`config.mk`:
```
export PLATFORM = sky130hd
export DESIGN_NAME = packet_header_tuple_extractor
export DESIGN_NICKNAME = d
export VERILOG_FILES = /design/src/phtx_pkg.sv /design/src/phtx_core.sv /design/src/packet_header_tuple_extractor.sv
export SDC_FILE = /design/constraint.sdc
export NUM_CORES = 1
export LEC_CHECK = 0
export ABC_AREA = 1
export BUFFER_PORTS_ARGS = -buffer_cell sky130_fd_sc_hd__buf_2
export CELL_PAD_IN_SITES_DETAIL_PLACEMENT = 1
export CELL_PAD_IN_SITES_GLOBAL_PLACEMENT = 2
export CORE_MARGIN = 4
export CORE_UTILIZATION = 34
export CTS_BUF_LIST = sky130_fd_sc_hd__clkbuf_8
export CTS_CLUSTER_SIZE = 8
export DETAILED_ROUTE_END_ITERATION = 6
export PLACE_DENSITY = 0.91
export SLEW_MARGIN = 20
export SYNTH_ARGS = -nofsm -noshare
export SYNTH_HDL_FRONTEND = slang
export SYNTH_SLANG_ARGS = --single-unit
```
`constraint.sdc`:
```
create_clock -name clk -period 8.4 [get_ports clk]
set_clock_uncertainty 0.2 [all_clocks]
set_input_delay 1.26 -clock clk [delete_from_list [all_inputs] [get_ports clk]]
set_output_delay 1.26 -clock clk [all_outputs]
set_load 0.005 [all_outputs]
```
`src/phtx_pkg.sv`:
```
// Shared types and protocol constants for the packet header tuple extractor.
package phtx_pkg;

  // Layer-3 classification codes
  localparam logic [2:0] L3_IPV4  = 3'd0;
  localparam logic [2:0] L3_IPV6  = 3'd1;
  localparam logic [2:0] L3_ARP   = 3'd2;
  localparam logic [2:0] L3_RARP  = 3'd3;
  localparam logic [2:0] L3_OTHER = 3'd4;

  // Layer-4 classification codes
  localparam logic [1:0] L4_NONE = 2'd0;
  localparam logic [1:0] L4_TCP  = 2'd1;
  localparam logic [1:0] L4_UDP  = 2'd2;

  // EtherType and protocol numbers
  localparam logic [15:0] TYPE_IPV4 = 16'h0800;
  localparam logic [15:0] TYPE_IPV6 = 16'h86DD;
  localparam logic [15:0] TYPE_ARP  = 16'h0806;
  localparam logic [15:0] TYPE_RARP = 16'h8035;
  localparam logic [7:0]  PROTO_TCP = 8'd6;
  localparam logic [7:0]  PROTO_UDP = 8'd17;

  // Header geometry
  localparam int ETH_HDR_BYTES = 14;
  localparam int IP6_HDR_BYTES = 40;
  localparam int IP4_MIN_END   = 34;
  localparam int IP6_END       = 54;
  localparam int L4_PORT_BYTES = 4;
  // Offset of the layer-4 header never exceeds 14 + 60
  localparam int L4_W = 7;

  // One result word
  typedef struct packed {
    logic [2:0]  l3_kind;
    logic [15:0] ethertype;
    logic [1:0]  l4_kind;
    logic [7:0]  protocol;
    logic [5:0]  ip_header_bytes;
    logic [63:0] src_addr_hi;
    logic [63:0] src_addr_lo;
    logic [63:0] dst_addr_hi;
    logic [63:0] dst_addr_lo;
    logic [15:0] src_port;
    logic [15:0] dst_port;
    logic        truncated;
  } phtx_result_t;

endpackage

```
`src/phtx_core.sv`:
```
// Per-frame header field capture and end-of-frame result formation.
module phtx_core #(
  parameter int MAX_FRAME_BYTES = 65535
) (
  input  logic                  clk,
  input  logic                  rst,
  input  logic                  take,
  input  logic [7:0]            data_byte,
  input  logic                  last_byte,
  output phtx_pkg::phtx_result_t result
);

  localparam int OFF_W = $clog2(MAX_FRAME_BYTES + 1);
  localparam int L4_W  = phtx_pkg::L4_W;

  logic [OFF_W-1:0] byte_offset, byte_offset_next;
  logic [15:0]      type_reg, type_next, type_shift;
  logic [5:0]       ihl_bytes, ihl_next;
  logic [7:0]       proto_reg, proto_next;
  logic [63:0]      src_high_reg, src_high_next;
  logic [63:0]      src_low_reg, src_low_next;
  logic [63:0]      dst_high_reg, dst_high_next;
  logic [63:0]      dst_low_reg, dst_low_next;
  logic [15:0]      sport_reg, sport_next;
  logic [15:0]      dport_reg, dport_next;
  logic [L4_W-1:0]  l4_start, l4_next;

  logic             in_range, is_v4, is_v6, port_hit;
  logic [OFF_W-1:0] pos, l4_pos, l4_diff;
  logic [OFF_W-1:0] count, cnt_diff;
  logic             short_l4;
  logic [1:0]       got;

  assign pos        = byte_offset;
  assign in_range   = byte_offset != OFF_W'(MAX_FRAME_BYTES);
  assign is_v4      = type_reg == phtx_pkg::TYPE_IPV4;
  assign is_v6      = type_reg == phtx_pkg::TYPE_IPV6;
  assign type_shift = {type_reg[7:0], data_byte};

  // Field capture selected by byte position
  always_comb begin
    byte_offset_next = byte_offset;
    type_next        = type_reg;
    ihl_next         = ihl_bytes;
    proto_next       = proto_reg;
    src_high_next    = src_high_reg;
    src_low_next     = src_low_reg;
    dst_high_next    = dst_high_reg;
    dst_low_next     = dst_low_reg;
    sport_next       = sport_reg;
    dport_next       = dport_reg;
    l4_next          = l4_start;
    if (in_range) begin
      byte_offset_next = pos + OFF_W'(1);
      if (pos == OFF_W'(12) || pos == OFF_W'(13)) begin
        type_next = type_shift;
      end
      if (pos == OFF_W'(13) && type_shift == phtx_pkg::TYPE_IPV6) begin
        l4_next = L4_W'(phtx_pkg::IP6_END);
      end
      if (pos >= OFF_W'(phtx_pkg::ETH_HDR_BYTES)) begin
        if (is_v4) begin
          if (pos == OFF_W'(14)) begin
            ihl_next = {data_byte[3:0], 2'b00};
            l4_next  = L4_W'(phtx_pkg::ETH_HDR_BYTES) + L4_W'({data_byte[3:0], 2'b00});
          end
          if (pos == OFF_W'(23)) proto_next = data_byte;
          if (pos >= OFF_W'(26) && pos <= OFF_W'(29)) begin
            src_low_next = {32'd0, src_low_reg[23:0], data_byte};
          end
          if (pos >= OFF_W'(30) && pos <= OFF_W'(33)) begin
            dst_low_next = {32'd0, dst_low_reg[23:0], data_byte};
          end
        end else if (is_v6) begin
          if (pos == OFF_W'(20)) proto_next = data_byte;
          if (pos >= OFF_W'(22) && pos <= OFF_W'(29)) begin
            src_high_next = {src_high_reg[55:0], data_byte};
          end
          if (pos >= OFF_W'(30) && pos <= OFF_W'(37)) begin
            src_low_next = {src_low_reg[55:0], data_byte};
          end
          if (pos >= OFF_W'(38) && pos <= OFF_W'(45)) begin
            dst_high_next = {dst_high_reg[55:0], data_byte};
          end
          if (pos >= OFF_W'(46) && pos <= OFF_W'(53)) begin
            dst_low_next = {dst_low_reg[55:0], data_byte};
          end
        end
      end
    end
    // Port bytes: first two are the source, next two the destination
    l4_pos   = OFF_W'(l4_next);
    l4_diff  = pos - l4_pos;
    port_hit = in_range && pos >= OFF_W'(phtx_pkg::ETH_HDR_BYTES) && (is_v4 || is_v6) &&
               l4_next != '0 && pos >= l4_pos && l4_diff < OFF_W'(phtx_pkg::L4_PORT_BYTES);
    if (port_hit) begin
      if (!l4_diff[1]) begin
        sport_next = {sport_reg[7:0], data_byte};
      end else begin
        dport_next = {dport_reg[7:0], data_byte};
      end
    end
  end

  // Result built from the state as it stands after this byte
  always_comb begin
    result   = '0;
    result.l3_kind = phtx_pkg::L3_OTHER;
    count    = byte_offset_next;
    cnt_diff = count - OFF_W'(l4_next);
    short_l4 = count < (OFF_W'(l4_next) + OFF_W'(phtx_pkg::L4_PORT_BYTES));
    got      = (count > OFF_W'(l4_next)) ? cnt_diff[1:0] : 2'd0;
    if (count < OFF_W'(phtx_pkg::ETH_HDR_BYTES)) begin
      result.truncated = 1'b1;
    end else begin
      result.ethertype = type_next;
      if (type_next == phtx_pkg::TYPE_ARP) begin
        result.l3_kind = phtx_pkg::L3_ARP;
      end else if (type_next == phtx_pkg::TYPE_RARP) begin
        result.l3_kind = phtx_pkg::L3_RARP;
      end else if (type_next == phtx_pkg::TYPE_IPV4 || type_next == phtx_pkg::TYPE_IPV6) begin
        result.protocol    = proto_next;
        result.src_addr_hi = src_high_next;
        result.src_addr_lo = src_low_next;
        result.dst_addr_hi = dst_high_next;
        result.dst_addr_lo = dst_low_next;
        if (type_next == phtx_pkg::TYPE_IPV4) begin
          result.l3_kind = phtx_pkg::L3_IPV4;
          if (count > OFF_W'(phtx_pkg::ETH_HDR_BYTES)) result.ip_header_bytes = ihl_next;
        end else begin
          result.l3_kind         = phtx_pkg::L3_IPV6;
          result.ip_header_bytes = 6'(phtx_pkg::IP6_HDR_BYTES);
        end
        if ((type_next == phtx_pkg::TYPE_IPV4 && count < OFF_W'(phtx_pkg::IP4_MIN_END)) ||
            (type_next == phtx_pkg::TYPE_IPV6 && count < OFF_W'(phtx_pkg::IP6_END))) begin
          result.truncated = 1'b1;
        end else if (proto_next == phtx_pkg::PROTO_TCP || proto_next == phtx_pkg::PROTO_UDP) begin
          result.l4_kind  = (proto_next == phtx_pkg::PROTO_TCP) ? phtx_pkg::L4_TCP
                                                                : phtx_pkg::L4_UDP;
          result.src_port = sport_next;
          result.dst_port = dport_next;
          if (short_l4) begin
            // left-align what arrived, missing bytes read as zero
            result.truncated = 1'b1;
            case (got)
              2'd0: begin
                result.src_port = '0;
                result.dst_port = '0;
              end
              2'd1: begin
                result.src_port = {sport_next[7:0], 8'd0};
                result.dst_port = '0;
              end
              2'd2: result.dst_port = '0;
              default: result.dst_port = {dport_next[7:0], 8'd0};
            endcase
          end
        end
      end
    end
  end

  // Frame state: cleared by reset and after each final byte
  always_ff @(posedge clk) begin
    if (rst || (take && last_byte)) begin
      byte_offset  <= '0;
      type_reg     <= '0;
      ihl_bytes    <= '0;
      proto_reg    <= '0;
      src_high_reg <= '0;
      src_low_reg  <= '0;
      dst_high_reg <= '0;
      dst_low_reg  <= '0;
      sport_reg    <= '0;
      dport_reg    <= '0;
      l4_start     <= '0;
    end else if (take) begin
      byte_offset  <= byte_offset_next;
      type_reg     <= type_next;
      ihl_bytes    <= ihl_next;
      proto_reg    <= proto_next;
      src_high_reg <= src_high_next;
      src_low_reg  <= src_low_next;
      dst_high_reg <= dst_high_next;
      dst_low_reg  <= dst_low_next;
      sport_reg    <= sport_next;
      dport_reg    <= dport_next;
      l4_start     <= l4_next;
    end
  end

endmodule

```
`src/packet_header_tuple_extractor.sv`:
```
// Top level: input word register, header capture core and result register.
// Throughput: one frame byte per cycle, except while a final byte waits for the result register;
// a non-final byte in the input register is never held up by the output. The final byte passes
// the input register, then the result register, before its result is presented.
// A final byte waits in the input register only while an earlier result is not taken.
// Reset: synchronous; clears frame state and both valid flags, no result pending.
module packet_header_tuple_extractor #(
  parameter int MAX_FRAME_BYTES = 65535
) (
  input  logic        clk,
  input  logic        rst,
  input  logic        in_valid,
  output logic        in_ready,
  input  logic [7:0]  data_byte,
  input  logic        last_byte,
  output logic        out_valid,
  input  logic        out_ready,
  output logic [2:0]  l3_kind,
  output logic [15:0] ethertype,
  output logic [1:0]  l4_kind,
  output logic [7:0]  protocol,
  output logic [5:0]  ip_header_bytes,
  output logic [63:0] src_addr_hi,
  output logic [63:0] src_addr_lo,
  output logic [63:0] dst_addr_hi,
  output logic [63:0] dst_addr_lo,
  output logic [15:0] src_port,
  output logic [15:0] dst_port,
  output logic        truncated
);

  logic                   s1_valid, s1_last, s1_go;
  logic [7:0]             s1_data;
  phtx_pkg::phtx_result_t core_result, out_word;

  // Input word advances unless it is a final byte facing a full result register
  assign s1_go    = s1_valid && (!s1_last || !out_valid || out_ready);
  assign in_ready = !s1_valid || s1_go;

  // Input register
  always_ff @(posedge clk) begin
    if (rst) begin
      s1_valid <= 1'b0;
    end else if (in_ready) begin
      s1_valid <= in_valid;
    end
  end

  always_ff @(posedge clk) begin
    if (in_ready && in_valid) begin
      s1_data <= data_byte;
      s1_last <= last_byte;
    end
  end

  phtx_core #(
    .MAX_FRAME_BYTES(MAX_FRAME_BYTES)
  ) u_core (
    .clk       (clk),
    .rst       (rst),
    .take      (s1_go),
    .data_byte (s1_data),
    .last_byte (s1_last),
    .result    (core_result)
  );

  // Result register
  always_ff @(posedge clk) begin
    if (rst) begin
      out_valid <= 1'b0;
    end else if (s1_go && s1_last) begin
      out_valid <= 1'b1;
    end else if (out_ready) begin
      out_valid <= 1'b0;
    end
  end

  always_ff @(posedge clk) begin
    if (s1_go && s1_last) begin
      out_word <= core_result;
    end
  end

  assign l3_kind         = out_word.l3_kind;
  assign ethertype       = out_word.ethertype;
  assign l4_kind         = out_word.l4_kind;
  assign protocol        = out_word.protocol;
  assign ip_header_bytes = out_word.ip_header_bytes;
  assign src_addr_hi     = out_word.src_addr_hi;
  assign src_addr_lo     = out_word.src_addr_lo;
  assign dst_addr_hi     = out_word.dst_addr_hi;
  assign dst_addr_lo     = out_word.dst_addr_lo;
  assign src_port        = out_word.src_port;
  assign dst_port        = out_word.dst_port;
  assign truncated       = out_word.truncated;

endmodule

```
After elaboration in Yosys (flattened, before gate mapping)
Cells that the tools add are included.
Storage, ports and cells
  flip-flop bits (word level): 676
  input port bits: 13
Operators by class
  add/subtract/negate cells: 5
  $lt $le $gt $ge: 19
  equality and inequality tests: 17
  muxes and demuxes: 62
  bitwise operators: 4
  reductions and logical operators: 37
Operators with widths (count)
  $mux 64: 22
  $mux 16: 8
  $mux 33: 2
  $eq 16x16->1 const B: 4
  $le 16x6->1 const B: 4
  $eq 16x12->1 const B: 3
  $eq 16x4->1 const B: 3
  $ge 16x5->1 const B: 3
  $mux 8: 6
  $mux 6: 6
  $mux 7: 5
  $eq 16x5->1 const B: 2
  $ge 16x6->1 const B: 2
  $lt 16x6->1 const B: 2
  $pmux 16 s2: 1
  $logic_and 1x1->1: 17
  $add 16x1->16 const B: 1
  $ge 16x4->1 const B: 1
  $ge 16x7->1: 1
  $gt 16x4->1 const B: 1
  $gt 16x7->1: 1
  $le 16x5->1 const B: 1
  $lt 16x3->1 const B: 1
  $lt 16x4->1 const B: 1
  other kinds (23): 46

Logic depth before layout (Yosys ltp)
  depth after elaboration: 19
  mapped depth: 29

By module
Synthesis repeated with hierarchy kept, for this count alone.
Unflattened totals
  cells, all modules: 3657
  area total of the unflattened synthesis: 30698.2 um2
By module, submodules not included
  phtx_core: instances 1, cells each 3306, area an instance 20579.7 um2, seq. area each 6826.5 um2
  packet_header_tuple_extractor: instances 1, cells each 351, area an instance 10118.5 um2, seq. area each 10039.6 um2

Worst setup path after synthesis
OpenSTA, ideal clock, no wires.
  path kind: in2reg
  start: in out_ready
  end: reg out_word, in the netlist dst_addr_hi[0] (enable)
  arrival time: 7.952 ns
  required time: 7.525 ns
  slack: -0.427 ns
  stages on the path: 6
  cell sequence: nor2_1 nand2_1 nand2_1 clkinv_1 nand2_1 inv_1
Between the ends
  word-level cells in the longest chain between the ends: 3
Ends and longest elaborated chain
  start, declared: RTL line packet_header_tuple_extractor.sv:17  | input logic out_ready,
  $logic_or 1x1->1: RTL line packet_header_tuple_extractor.sv:37  | assign s1_go = s1_valid && (!s1_last || !out_valid || out_ready);
  $logic_and 1x1->1: RTL line packet_header_tuple_extractor.sv:37
  $logic_and 1x1->1: RTL line packet_header_tuple_extractor.sv:79  | if (s1_go && s1_last) begin
  end signal, assigned: RTL line packet_header_tuple_extractor.sv:80  | out_word <= core_result;
  end, declared: RTL line packet_header_tuple_extractor.sv:34  | phtx_pkg::phtx_result_t core_result, out_word;
Every way passes these cells.
A chain may end at the register's enable or synchronous reset.

Worst setup path in the final report
  start: reg s1_data[1]
  end: reg out_word, in the netlist src_port[15], data pin
Between the ends
  word-level cells in the longest chain between the ends: 14
  elaborated cells between the ends (all ways): 48
  classes of those cells: add/sub: 4; order compare: 4; eq/ne: 8; mux: 18; bitwise: 2; reduce/logical: 12
Ends and longest elaborated chain
  start, declared: RTL line packet_header_tuple_extractor.sv:33  | logic [7:0] s1_data;
  start signal, assigned: RTL line packet_header_tuple_extractor.sv:51  | s1_data <= data_byte;
  parallel branches: the longest is 14 deep, another holds $sub 16x7->16
Parallel ways; which one is timed is not known.

==> flow_summary.ini <==
[run_status]
status = complete, no violations

[floorplanning]
core_mm2 = 0.0906
rows = 110
die_area_mm2 = 0.0968
num_io_pins = 339
die_w_um = 311
start_util = 0.345
die_height_um = 311

[pwr]
p_switching_mw = 2.08
p_clk_frac = 0.408
p_comb_frac = 0.100
intPower_mw = 5.41
swShare = 0.278
cellPowerDensity_mw_per_mm2 = 207
pwr-share-seq = 0.492
ir_drop_v = 0.000120
p_leak_nw = 16.0

[placed_design]
hpwl_um = 65100
routabilityCongestion = 0.868
port_buffers = 338

[critical_path]
crit_fanout = 32
cp-end-kind = register
startpoint = s1_data[1]
crit_path_max_incr_delay_ns = 0.81
cp_data_required_time_ns = 8.75
cp_common_cell = nand2_1
startpoint_type = register
cp.arrival_ns = 6.32
r2r_start = s1_data[1]
worstPathCellList = clkinv_1 -> ha_1 -> nand2_1 -> nor2_1 -> nand3_1 -> nor2_1 -> nand2_2 -> nand3_1 -> nand2_1 -> inv_1 -> ha_1 -> a21oi_1 -> inv_1 -> nor3_1 -> and3_1 -> nand3_1 -> nand2_1 -> nand2_1 -> nor2_4 -> nand4_2 -> nand2_1 -> nand2_1 -> nand2_1 -> nand2_1
cp_slowest_cell = nand4_2
worst-setup-path-type = reg2reg

[timing]
period_minus_slack_ns = 5.98
post-route-period-util = 0.711
setup_viol = 0
hold_viol = 0
fmax_ghz = 0.167
holdWs_ns = 0.252
maxSlewHeadroom = 0.282
rsz0062_at_grt = no
tightestPinTransition_ns = 1.07
finalSetupTns_ns = 0
slew_violations = 0

[routing]
firstDrtPassIters = 7
wl_per_cell_um = 19.1
post-route-drc-count = 0
avgViaCountPerCell = 5.01
vias = 25941
ant_nets = 0
drt_iter0_markers = 1796
wl_um = 99200

[global_routing]
antenna_found_initial = 4
grt_pass1_wl_um = 154000
grt_pass1_vias = 25771
overflow = 0
grt.total_usage = 0.199
grt_max_degree = 197

[clock_network]
clk_pin_slew_ns = 0.06
cts_tree = done
holdBufCountCts = 0
htree_levels = 3
cts_buffers = 116
clock_sinks = 676
clk_path_buf_depth = 3
ctsResizeCount = 0
insertion_delay_ns = 0.79
post_cts_buffers = 0
cts-root-buf = clkbuf_8

[flow_run]
max-cap-violations = 0

[yosys]
async_flop_share = 0
synth_ff_type = dfxtp_1
synth.distinct_cells = 60
ys_seq_area_frac = 0.540
synth_area_mm2 = 0.0312
syn_inst = 3631
synth-seq-cells = 676
yosysTopAreaCellShare = 0.320
synth_area_leaders = edfxtp_1, dfxtp_1, nand2_1
synth_top_cell_by_area = edfxtp_1
syn_area_per_cell_um2 = 8.60
synth_warnings = 0
synthesis.nets = 3672
synth_edf_count = 333

[final_layout]
synthToLayoutAreaGrowth_pct = 15.9
final_common_cell = nand2_1
nFillCells = 10758
layout-drive-gt1-share = 0.161
nNetsFinal = 3943
fin_util = 0.400
layout_common_cells = nand2_1, inv_1, nor2_1, o21ai_0, dfxtp_1

[hold_path]
worstHoldStart = u_core.ihl_bytes[0]
hold_class = reg2reg
[per-layer routing]
layer  vias to the layer above  track usage  wire, um
li1                      12552            -         -
met1                     12617        0.278     46200
met2                       658        0.316     45300
met3                       114       0.0413      5910
met4                         0       0.0501      1810
met5                         -            0         0
[cells in the mapped netlist, types with 6 or more instances]
cell type and count:
nand2_1 628, inv_1 482, nor2_1 407, o21ai_0 385, dfxtp_1 343, edfxtp_1 333
a21oi_1 275, clkbuf_1 148, o211ai_1 116, mux2i_1 112, nand3_1 92, buf_2 36
ha_1 26, nand4_1 25, nand2_2 23, inv_2 22, nor3_1 18, buf_1 16
nor2_2 12, xor2_1 11, nor4_1 10, clkinv_1 8, nor2_4 8, o21ai_1 8
a211oi_1 6, a21oi_2 6, nand2_4 6
[power groups by stage]
stage	clock network, mW	logic [mW]	registers (mW)
global placement	0	0.725	3.75
detailed placement	0	0.746	3.75
floorplan	0	0.536	3.72
finish	3.06	0.746	3.68
global route	3.31	0.848	3.69
CTS	3.15	0.751	3.68
[path summary, 6_finish.rpt]
| path | end | slack (ns) | depth (start not counted) |
|---|---|---|---|
| max | src_port[15] | 2.42 | 24 |
| min | u_core.ihl_bytes[0] | 0.25 | 2 |
| max reg2reg | src_port[15] | 2.42 | 24 |
| min reg2reg | u_core.ihl_bytes[0] | 0.25 | 2 |
[area by class of cell]
class                      instances  area, um^2  share of cell area
antenna                            3        7.51            0.000207
tap                             1176        1470              0.0406
sequential                       676       16900               0.466
clock inverter                    77         435              0.0120
timing repair buffer             363        1930              0.0533
inverter                         514        1970              0.0543
multi-input combinational       2231       11600               0.320
clock buffer                     142        1950              0.0540
[metrics by stage]
stage          worst slack [ns]  instance area, um^2  cells  total power, mW
5_1_grt                    1.99                36200   5181             7.85
4_1_cts                    2.47                36200   5179             7.58
3_5_place_dp               2.54                33800   4960             4.49
2_1_floorplan              1.03                31200   3631             4.26
3_3_place_gp               2.60                33800   4960             4.47
6_report                   2.42                36200   5182             7.48
[critical path: cells and delay by family (launching register included)]
family                     cells  cell delay, ns
adders and majority gates      2            0.88
buffers and inverters          3            0.93
and+or+nand+nor               18            2.97
DFF                            1            0.50
AOI/OAI and AO/OA              1            0.23
[logic make-up (layout without fill, tap and decap cells)]
logic type	after synthesis	in the layout	share of synthesized area
adders and majority gates	28	28	0.0117
and+or+nand+nor	1262	1262	0.174
muxes	112	112	0.0359
DFF	676	676	0.540
other	0	3	0
buffers and inverters	724	1096	0.0908
xor gates and xnor gates	13	13	0.00365
AOI/OAI and AO/OA	816	816	0.144
Power figures use the tool's default switching activity.
